<file path="src/design/assert_macros.svh">
// Assertion macros shared by the ready queue modules.
`ifndef ASSERT_MACROS_SVH
`define ASSERT_MACROS_SVH

// Check a property on every clock edge outside reset.
`define PRQ_ASSERT(lbl, prop, msg) \
  lbl: assert property (@(posedge clk) disable iff (!rst_n) (prop)) \
    else $error(msg);

// Check that a condition holds in the cycle after its trigger.
`define PRQ_ASSERT_NEXT(lbl, ante, cons, msg) \
  lbl: assert property (@(posedge clk) disable iff (!rst_n) (ante) |=> (cons)) \
    else $error(msg);

`endif

</file>
<file path="src/design/prq_pkg.sv">
// Types, codes and constants shared by the process ready queue.
package prq_pkg;

  localparam int QUEUE_DEPTH = 16;
  localparam int FIFO_DEPTH  = 2;
  localparam int FUNC_W      = 2;
  localparam int PID_W       = 16;
  localparam int PRIO_W      = 8;
  localparam int STATUS_W    = 2;
  localparam int COUNT_W     = 5;

  localparam logic [FUNC_W-1:0] FUNC_APPEND = 2'd0;
  localparam logic [FUNC_W-1:0] FUNC_POP    = 2'd1;
  localparam logic [FUNC_W-1:0] FUNC_QUERY  = 2'd2;
  localparam logic [FUNC_W-1:0] FUNC_REMOVE = 2'd3;

  typedef enum logic [1:0] {
    OP_APPEND = 2'd0,
    OP_POP    = 2'd1,
    OP_QUERY  = 2'd2,
    OP_REMOVE = 2'd3
  } op_t;

  typedef enum logic [STATUS_W-1:0] {
    STATUS_OK        = 2'd0,
    STATUS_EMPTY     = 2'd1,
    STATUS_NOT_FOUND = 2'd2,
    STATUS_FULL      = 2'd3
  } status_t;

  typedef struct packed {
    op_t               op;
    logic [PID_W-1:0]  pid;
    logic [PRIO_W-1:0] prio;
  } cmd_t;

  typedef struct packed {
    logic full;
    logic empty;
  } fifo_flags_t;

endpackage

</file>
<file path="src/design/prq_ram.sv">
// Generic single-write, single-read RAM with registered read data.
module prq_ram #(
  parameter int WIDTH = 24,
  parameter int DEPTH = 16
) (
  input  logic                     clk,
  input  logic                     we,
  input  logic [$clog2(DEPTH)-1:0] waddr,
  input  logic [WIDTH-1:0]         wdata,
  input  logic [$clog2(DEPTH)-1:0] raddr,
  output logic [WIDTH-1:0]         rdata
);

  logic [WIDTH-1:0] mem [DEPTH];
  logic [WIDTH-1:0] rdata_r;

  always_ff @(posedge clk) begin
    if (we) begin
      mem[waddr] <= wdata;
    end
    rdata_r <= mem[raddr];
  end

  assign rdata = rdata_r;

endmodule

</file>
<file path="src/design/prq_cmd_fifo.sv">
// Short command queue between the front end and the back end.
`include "assert_macros.svh"

module prq_cmd_fifo (
  input  logic                 clk,
  input  logic                 rst_n,
  input  logic                 push,
  input  prq_pkg::cmd_t        push_cmd,
  input  logic                 pop,
  output prq_pkg::cmd_t        head_cmd,
  output prq_pkg::fifo_flags_t flags
);

  localparam int DEPTH = prq_pkg::FIFO_DEPTH;
  localparam int PW    = (DEPTH > 1) ? $clog2(DEPTH) : 1;
  localparam int CW    = $clog2(DEPTH + 1);

  prq_pkg::cmd_t mem_r [DEPTH];
  logic [PW-1:0] wr_ptr_r, wr_ptr_nxt;
  logic [PW-1:0] rd_ptr_r, rd_ptr_nxt;
  logic [CW-1:0] fill_r, fill_nxt;

  always_comb begin
    wr_ptr_nxt = wr_ptr_r;
    rd_ptr_nxt = rd_ptr_r;
    fill_nxt   = fill_r;
    if (push) begin
      wr_ptr_nxt = (wr_ptr_r == PW'(DEPTH - 1)) ? '0 : wr_ptr_r + PW'(1);
    end
    if (pop) begin
      rd_ptr_nxt = (rd_ptr_r == PW'(DEPTH - 1)) ? '0 : rd_ptr_r + PW'(1);
    end
    if (push && !pop) begin
      fill_nxt = fill_r + CW'(1);
    end else if (pop && !push) begin
      fill_nxt = fill_r - CW'(1);
    end
  end

  always_ff @(posedge clk) begin
    if (!rst_n) begin
      wr_ptr_r <= '0;
      rd_ptr_r <= '0;
      fill_r   <= '0;
    end else begin
      wr_ptr_r <= wr_ptr_nxt;
      rd_ptr_r <= rd_ptr_nxt;
      fill_r   <= fill_nxt;
    end
  end

  always_ff @(posedge clk) begin
    if (push) begin
      mem_r[wr_ptr_r] <= push_cmd;
    end
  end

  assign head_cmd    = mem_r[rd_ptr_r];
  assign flags.full  = (fill_r == CW'(DEPTH));
  assign flags.empty = (fill_r == '0);

  `PRQ_ASSERT(a_no_push_full, !(push && flags.full), "command pushed into full queue")
  `PRQ_ASSERT(a_no_pop_empty, !(pop && flags.empty), "command popped from empty queue")
  `PRQ_ASSERT_NEXT(a_push_fills, push && !pop, !flags.empty, "pushed command went missing")

endmodule

</file>
<file path="src/design/prq_front.sv">
// Front end: accepts commands and classifies the function code.
module prq_front (
  input  logic                         start,
  output logic                         busy,
  input  logic [prq_pkg::FUNC_W-1:0]   in_func,
  input  logic [prq_pkg::PID_W-1:0]    in_pid,
  input  logic [prq_pkg::PRIO_W-1:0]   in_priority_req,
  input  prq_pkg::fifo_flags_t         flags,
  output logic                         push,
  output prq_pkg::cmd_t                push_cmd
);

  prq_pkg::op_t op_s;

  always_comb begin
    unique case (in_func)
      prq_pkg::FUNC_APPEND: op_s = prq_pkg::OP_APPEND;
      prq_pkg::FUNC_POP:    op_s = prq_pkg::OP_POP;
      prq_pkg::FUNC_QUERY:  op_s = prq_pkg::OP_QUERY;
      prq_pkg::FUNC_REMOVE: op_s = prq_pkg::OP_REMOVE;
      default:              op_s = prq_pkg::OP_APPEND;
    endcase
  end

  // Hold off new commands while the queue to the back end is full.
  assign busy          = flags.full;
  assign push          = start && !flags.full;
  assign push_cmd.op   = op_s;
  assign push_cmd.pid  = in_pid;
  assign push_cmd.prio = in_priority_req;

endmodule

</file>
<file path="src/design/prq_back.sv">
// Back end: executes queue commands against the entry RAM.
`include "assert_macros.svh"

module prq_back #(
  parameter int QUEUE_DEPTH = prq_pkg::QUEUE_DEPTH
) (
  input  logic                          clk,
  input  logic                          rst_n,
  input  prq_pkg::cmd_t                 head_cmd,
  input  prq_pkg::fifo_flags_t          flags,
  output logic                          pop,
  output logic                          out_strobe,
  output logic [prq_pkg::STATUS_W-1:0]  out_status,
  output logic [prq_pkg::PID_W-1:0]     out_pid,
  output logic [prq_pkg::PRIO_W-1:0]    out_priority,
  output logic [prq_pkg::COUNT_W-1:0]   out_count
);

  localparam int IW      = $clog2(QUEUE_DEPTH);
  localparam int CW      = $clog2(QUEUE_DEPTH + 1);
  localparam int PID_W   = prq_pkg::PID_W;
  localparam int PRIO_W  = prq_pkg::PRIO_W;
  localparam int ENTRY_W = PID_W + PRIO_W;
  localparam int OUT_CW  = prq_pkg::COUNT_W;

  typedef enum logic [4:0] {
    ST_IDLE     = 5'b00001,
    ST_SCAN_RD  = 5'b00010,
    ST_SCAN_CHK = 5'b00100,
    ST_SHIFT_RD = 5'b01000,
    ST_SHIFT_WR = 5'b10000
  } state_t;

  state_t               state_r, state_nxt;
  logic [CW-1:0]        count_r, count_nxt;
  logic [IW-1:0]        idx_r, idx_nxt;
  prq_pkg::op_t         op_r, op_nxt;
  logic [PID_W-1:0]     key_pid_r, key_pid_nxt;
  logic [PID_W-1:0]     best_pid_r, best_pid_nxt;
  logic [PRIO_W-1:0]    best_prio_r, best_prio_nxt;

  logic                 out_strobe_r;
  prq_pkg::status_t     out_status_r;
  logic [PID_W-1:0]     out_pid_r;
  logic [PRIO_W-1:0]    out_prio_r;
  logic [OUT_CW-1:0]    out_count_r;

  logic                 resp_valid;
  prq_pkg::status_t     resp_status;
  logic [PID_W-1:0]     resp_pid;
  logic [PRIO_W-1:0]    resp_prio;
  logic [CW-1:0]        resp_count;

  logic                 mem_we;
  logic [IW-1:0]        mem_waddr;
  logic [ENTRY_W-1:0]   mem_wdata;
  logic [IW-1:0]        mem_raddr;
  logic [ENTRY_W-1:0]   mem_rdata;

  logic [PID_W-1:0]     rd_pid;
  logic [PRIO_W-1:0]    rd_prio;
  logic                 last_s;
  logic                 take_s;
  logic                 more_s;

  prq_ram #(
    .WIDTH(ENTRY_W),
    .DEPTH(QUEUE_DEPTH)
  ) u_ram (
    .clk  (clk),
    .we   (mem_we),
    .waddr(mem_waddr),
    .wdata(mem_wdata),
    .raddr(mem_raddr),
    .rdata(mem_rdata)
  );

  assign rd_pid  = mem_rdata[ENTRY_W-1:PRIO_W];
  assign rd_prio = mem_rdata[PRIO_W-1:0];
  assign last_s  = (CW'(idx_r) + CW'(1)) >= count_r;
  assign more_s  = (CW'(idx_r) + CW'(1)) < count_r;
  assign take_s  = (idx_r == '0) || (rd_prio < best_prio_r);

  always_comb begin
    state_nxt     = state_r;
    count_nxt     = count_r;
    idx_nxt       = idx_r;
    op_nxt        = op_r;
    key_pid_nxt   = key_pid_r;
    best_pid_nxt  = best_pid_r;
    best_prio_nxt = best_prio_r;
    pop           = 1'b0;
    mem_we        = 1'b0;
    mem_waddr     = idx_r;
    mem_wdata     = mem_rdata;
    mem_raddr     = idx_r;
    resp_valid    = 1'b0;
    resp_status   = prq_pkg::STATUS_OK;
    resp_pid      = '0;
    resp_prio     = '0;
    resp_count    = count_r;

    unique case (state_r)
      ST_IDLE: begin
        if (!flags.empty) begin
          pop         = 1'b1;
          op_nxt      = head_cmd.op;
          key_pid_nxt = head_cmd.pid;
          idx_nxt     = '0;
          priority if (head_cmd.op == prq_pkg::OP_APPEND) begin
            resp_valid = 1'b1;
            if (count_r == CW'(QUEUE_DEPTH)) begin
              resp_status = prq_pkg::STATUS_FULL;
            end else begin
              mem_we     = 1'b1;
              mem_waddr  = count_r[IW-1:0];
              mem_wdata  = {head_cmd.pid, head_cmd.prio};
              count_nxt  = count_r + CW'(1);
              resp_pid   = head_cmd.pid;
              resp_prio  = head_cmd.prio;
              resp_count = count_r + CW'(1);
            end
          end else if (count_r == '0) begin
            resp_valid  = 1'b1;
            resp_status = prq_pkg::STATUS_EMPTY;
          end else begin
            state_nxt = ST_SCAN_RD;
          end
        end
      end

      ST_SCAN_RD: begin
        state_nxt = ST_SCAN_CHK;
      end

      ST_SCAN_CHK: begin
        unique case (op_r)
          prq_pkg::OP_POP: begin
            best_pid_nxt  = rd_pid;
            best_prio_nxt = rd_prio;
            state_nxt     = ST_SHIFT_RD;
          end
          prq_pkg::OP_QUERY: begin
            if (take_s) begin
              best_pid_nxt  = rd_pid;
              best_prio_nxt = rd_prio;
            end
            if (last_s) begin
              resp_valid = 1'b1;
              resp_pid   = take_s ? rd_pid : best_pid_r;
              resp_prio  = take_s ? rd_prio : best_prio_r;
              state_nxt  = ST_IDLE;
            end else begin
              idx_nxt   = idx_r + IW'(1);
              state_nxt = ST_SCAN_RD;
            end
          end
          prq_pkg::OP_REMOVE: begin
            if (rd_pid == key_pid_r) begin
              best_pid_nxt  = rd_pid;
              best_prio_nxt = rd_prio;
              state_nxt     = ST_SHIFT_RD;
            end else if (last_s) begin
              resp_valid  = 1'b1;
              resp_status = prq_pkg::STATUS_NOT_FOUND;
              state_nxt   = ST_IDLE;
            end else begin
              idx_nxt   = idx_r + IW'(1);
              state_nxt = ST_SCAN_RD;
            end
          end
          prq_pkg::OP_APPEND: begin
            state_nxt = ST_IDLE;
          end
        endcase
      end

      // Close the gap: move each later entry up one place.
      ST_SHIFT_RD: begin
        if (more_s) begin
          mem_raddr = idx_r + IW'(1);
          state_nxt = ST_SHIFT_WR;
        end else begin
          count_nxt  = count_r - CW'(1);
          resp_valid = 1'b1;
          resp_pid   = best_pid_r;
          resp_prio  = best_prio_r;
          resp_count = count_r - CW'(1);
          state_nxt  = ST_IDLE;
        end
      end

      ST_SHIFT_WR: begin
        mem_we    = 1'b1;
        mem_waddr = idx_r;
        mem_wdata = mem_rdata;
        idx_nxt   = idx_r + IW'(1);
        state_nxt = ST_SHIFT_RD;
      end

      default: begin
        state_nxt = ST_IDLE;
      end
    endcase
  end

  always_ff @(posedge clk) begin
    if (!rst_n) begin
      state_r      <= ST_IDLE;
      count_r      <= '0;
      out_strobe_r <= 1'b0;
    end else begin
      state_r      <= state_nxt;
      count_r      <= count_nxt;
      out_strobe_r <= resp_valid;
    end
  end

  always_ff @(posedge clk) begin
    idx_r       <= idx_nxt;
    op_r        <= op_nxt;
    key_pid_r   <= key_pid_nxt;
    best_pid_r  <= best_pid_nxt;
    best_prio_r <= best_prio_nxt;
    if (resp_valid) begin
      out_status_r <= resp_status;
      out_pid_r    <= resp_pid;
      out_prio_r   <= resp_prio;
      out_count_r  <= OUT_CW'(resp_count);
    end
  end

  assign out_strobe   = out_strobe_r;
  assign out_status   = out_status_r;
  assign out_pid      = out_pid_r;
  assign out_priority = out_prio_r;
  assign out_count    = out_count_r;

  `PRQ_ASSERT(a_count_bound, count_r <= CW'(QUEUE_DEPTH), "entry count above queue depth")
  `PRQ_ASSERT(a_write_in_range, !mem_we || (CW'(mem_waddr) < count_r) || (state_r == ST_IDLE), "entry write beyond valid entries")
  `PRQ_ASSERT_NEXT(a_full_flag, resp_valid && (resp_status == prq_pkg::STATUS_FULL), count_r == CW'(QUEUE_DEPTH), "full reported with free room")

endmodule

</file>
<file path="src/design/process_ready_queue.sv">
// Process ready queue: append, pop, most-urgent query and remove by pid over an ordered entry list.
//
// A command is taken when start is high and busy is low; up to two commands wait in a short
// queue between the front end and the back end, and busy stays high while that queue is full.
// Every command gives exactly one result, shown for one cycle with out_strobe; the receiver
// cannot stall it. Entries live in a single-port-read RAM that the back end walks one entry
// at a time, first setting the read address and then using the registered read data. Append
// and any command on an empty queue are answered straight from the idle state; a query
// scans every entry; pop takes the head entry and a remove scans for its pid, and when an
// entry is taken, the back end shifts each later entry up one place to close the gap.
module process_ready_queue #(
  parameter int QUEUE_DEPTH = prq_pkg::QUEUE_DEPTH
) (
  input  logic                         clk,
  input  logic                         rst_n,
  input  logic                         start,
  output logic                         busy,
  input  logic [prq_pkg::FUNC_W-1:0]   in_func,
  input  logic [prq_pkg::PID_W-1:0]    in_pid,
  input  logic [prq_pkg::PRIO_W-1:0]   in_priority_req,
  output logic                         out_strobe,
  output logic [prq_pkg::STATUS_W-1:0] out_status,
  output logic [prq_pkg::PID_W-1:0]    out_pid,
  output logic [prq_pkg::PRIO_W-1:0]   out_priority,
  output logic [prq_pkg::COUNT_W-1:0]  out_count
);

  prq_pkg::fifo_flags_t flags;
  prq_pkg::cmd_t        push_cmd;
  prq_pkg::cmd_t        head_cmd;
  logic                 push;
  logic                 pop;

  prq_front u_front (
    .start          (start),
    .busy           (busy),
    .in_func        (in_func),
    .in_pid         (in_pid),
    .in_priority_req(in_priority_req),
    .flags          (flags),
    .push           (push),
    .push_cmd       (push_cmd)
  );

  prq_cmd_fifo u_fifo (
    .clk     (clk),
    .rst_n   (rst_n),
    .push    (push),
    .push_cmd(push_cmd),
    .pop     (pop),
    .head_cmd(head_cmd),
    .flags   (flags)
  );

  prq_back #(
    .QUEUE_DEPTH(QUEUE_DEPTH)
  ) u_back (
    .clk         (clk),
    .rst_n       (rst_n),
    .head_cmd    (head_cmd),
    .flags       (flags),
    .pop         (pop),
    .out_strobe  (out_strobe),
    .out_status  (out_status),
    .out_pid     (out_pid),
    .out_priority(out_priority),
    .out_count   (out_count)
  );

endmodule
</file>
<file path="config.mk">
export PLATFORM = sky130hd
export DESIGN_NAME = process_ready_queue
export DESIGN_NICKNAME = d
export VERILOG_FILES = /design/src/design/prq_pkg.sv /design/src/design/prq_ram.sv /design/src/design/prq_cmd_fifo.sv /design/src/design/prq_front.sv /design/src/design/prq_back.sv /design/src/design/process_ready_queue.sv
export VERILOG_INCLUDE_DIRS = /design/src /design/src/design
export SDC_FILE = /design/constraint.sdc
export NUM_CORES = 1
export LEC_CHECK = 0
export BUFFER_PORTS_ARGS = -buffer_cell sky130_fd_sc_hd__buf_2
export CORE_ASPECT_RATIO = 0.75
export CORE_UTILIZATION = 30
export DETAILED_ROUTE_END_ITERATION = 8
export PLACE_DENSITY = 0.56
export SETUP_SLACK_MARGIN = 0.15
export SYNTH_ARGS = -nofsm -noshare
export SYNTH_HDL_FRONTEND = slang
export SYNTH_SLANG_ARGS = --single-unit
</file>
<file path="constraint.sdc">
create_clock -name clk -period 5.6 [get_ports clk]
set_input_delay 0.84 -clock clk [delete_from_list [all_inputs] [get_ports clk]]
set_output_delay 0.84 -clock clk [all_outputs]
set_load 0.05 [all_outputs]
</file>
==> impl_metrics.json <==
{
  "rsz0062_at_grt": "no",
  "final_layout_size_suffix_gt1_share_pct": 17.6,
  "clk_path_buf_depth": 3,
  "p_leak_nw": 9.66,
  "tritoncts": "built",
  "start_util_pct": 30.4,
  "post_cts_buffers": 0,
  "final_area_sq_um": 28400,
  "ys_seq_elements": 553,
  "tns_ps": 0,
  "grt_pass1_vias": 15910,
  "post_synth.cell_area_avg_sq_um": 14.3,
  "ir_worst_vdd_v": 0.000491,
  "cp_max_fo": 23,
  "final_hold_viol_count": 0,
  "seqCellArea_sq_um": 16200,
  "synth.most_common_cell": "edfxtp_1",
  "ant_nets": 0,
  "areaGrowthSynthToFinish_pct": 12.8,
  "place_area_sq_um": 26700,
  "dieWidth_microns": 336,
  "grt_pass1_wl_microns": 103000,
  "dr.pass1.iters": 5,
  "max_cap_violations": 0,
  "core-area_sq_um": 82500,
  "post_drt_wl_per_cell_microns": 23.5,
  "overflow": 0,
  "total_power_w": 0.0157,
  "slew_headroom_pct": 11.3,
  "synth.top_cell.area_share_pct": 61.3,
  "postCtsHoldBufs": 0,
  "cts_sinks": 553,
  "root_buffer": "clkbuf_16",
  "setup.worst_path.start_class": "register",
  "async_flop_share_pct": 0,
  "path_class": "reg2reg",
  "required_ps": 6050,
  "rows": 91,
  "drt_first_iter_violations": 1686,
  "antenna_found_initial": 1,
  "grt_use_total_pct": 16.2,
  "clk_latency_ps": 600,
  "synth_area_sq_um": 25100,
  "powerDensity_nw_per_um2": 553,
  "nNetsFinal": 1841,
  "route.vias.total": 16011,
  "post_cts_resize_count": 0,
  "grt_max_degree": 142,
  "period_minus_slack_ps": 4400,
  "dp_hpwl_microns": 41700,
  "port_buffers": 61,
  "cts_inserted_buffers": 53,
  "yosysWarnings": 0,
  "io_pins": 62,
  "fp.dieH_microns": 253,
  "cp.arrival_ps": 4840,
  "multi_input_area_sq_um": 8410,
  "hp-class": "in2reg",
  "clk_pin_slew_ps": 60,
  "dieArea_sq_um": 84900,
  "wl_microns": 69200,
  "setup_violations": 0,
  "viasPerCell": 5.42,
  "drcViolationCount": 0,
  "syn_inst": 1762,
  "syn-num-nets": 1812,
  "synth_cell_types": 70,
  "ys_seq_area_share_pct": 64.5,
  "max_freq_mhz": 227,
  "cts_max_level": 2,
  "slew_violations": 0,
  "skew_ps": 22.9,
  "antenna-diode-count": 0,
  "ys_top_cells_by_count": "513 x edfxtp_1, 167 x mux2i_1, 148 x nor2_1",
  "status": "completed",
  "place.gp.congestion": 0.862,
  "ys.flop_type": "edfxtp_1",
  "n_fill_cell": 7925,
  "synth.largest_area_cell": "edfxtp_1",
  "post-route-period-util_pct": 78.5,
  "worst_pin_slew_ps": 1330,
  "synth_area_leaders": "edfxtp_1 61%, mux2i_1 6.7%, mux2_2 4.3%, dfxtp_1 3.2%, nor2_1 2.2%",
  "synth_edf_count": 513,
  "worstSetupEndpointType": "register"
}
[cell usage in the layout (no fill, tap or decap), types with 17 or more instances in the layout]
cell / synthesis / layout
nand2_1: 42 / 41
buf_4: 3 / 28
o22ai_1: 50 / 50
inv_1: 24 / 23
clkbuf_16: 0 / 55
nor3_1: 37 / 37
mux2i_1: 167 / 167
edfxtp_1: 513 / 513
buf_2: 51 / 61
o21ai_0: 22 / 22
nor2_1: 148 / 131
xnor2_1: 20 / 20
a21oi_1: 52 / 51
and2_1: 45 / 45
ha_1: 21 / 20
a221o_1: 24 / 24
nand3_1: 33 / 33
clkbuf_1: 50 / 17
dfxtp_1: 40 / 40
o221ai_1: 46 / 46
or3_1: 17 / 17
mux2_2: 96 / 96
a2111oi_0: 17 / 17
a21o_1: 30 / 30
a211oi_1: 26 / 26
mux4_2: 22 / 22
[layout make-up]
| class | count | share of cell area [%] |
|---|---|---|
| flip-flops and latches | 553 | 57.2 |
| multi-input cells | 1066 | 29.7 |
| clock buffers | 73 | 5.13 |
| well taps | 1116 | 4.92 |
| repair buffers | 92 | 2.03 |
| clock inverters | 27 | 0.755 |
| inverters | 25 | 0.331 |
[state kept, by name (all words and copies together) (netlist names), 5 cells and up, named ones only]
register and count:
u_back.u_ram.rdata 24, u_fifo.mem_r 52, u_back.best_prio_r 8, u_back.state_r 5
u_back.count_r 5, u_back.out_pid 16, u_back.u_ram.mem 384, u_back.out_priority 8
u_back.key_pid_r 16, u_back.out_count 5, u_back.best_pid_r 16
[cells by family (layout without fill, tap and decap cells)]
kind of cell	after synthesis	after routing	share of synthesized area, %
flip-flops	553	553	64.5
AND/OR/NAND/NOR	394	394	7.78
AO/OA/AOI/OAI	340	340	10.2
multiplexers	286	286	13.0
buffers and inverters	143	217	2.61
XOR/XNOR	25	25	0.901
adder cells (fa/ha/maj)	21	21	1.05
[where the power goes]
group          total (W)  internal [W]  switching [W]
Sequential       0.00606       0.00570       0.000364
Clock            0.00352       0.00196        0.00156
Combinational    0.00610       0.00201        0.00409
[routing by layer]
layer  wire (microns)  track usage [%]
met1            31600             23.8
met2            30900             24.6
met3             5370             2.86
met4             1410             4.17
met5                0           0.0575
[metrics by stage]
step                      hold WS (ps)  instances  util (%)  worst slack [ps]
after floorplan                    452       1762         -              1500
after global placement             500       2852      32.3              1480
after detailed placement           539       2852      32.3              1340
after CTS                          413       2952      34.3              1330
after global routing               413       2952      34.3               945
final                              439       2952      34.3              1200
[final timing paths]
path,from,endpoint,slack [ps],cells past startpoint
max reg2reg,u_back.idx_r[2],u_back.out_priority[3],1200,11
max,u_back.idx_r[2],u_back.out_priority[3],1200,11
min,in_priority_req[0],u_fifo.mem_r[0][0],440,1
min reg2reg,u_fifo.fill_r[1],u_fifo.fill_r[1],540,2
[worst max-delay path, stage by stage (launching register included)]
cell,delay [ps]
edfxtp_1,540
nand3_1,190
xor2_2,270
inv_1,140
ha_1,330
nand4_1,130
o22ai_1,550
nor2_1,200
a21oi_1,470
nand2_1,130
a21oi_2,960
a221o_1,320
Note: power is estimated with default switching activity, not from simulation.
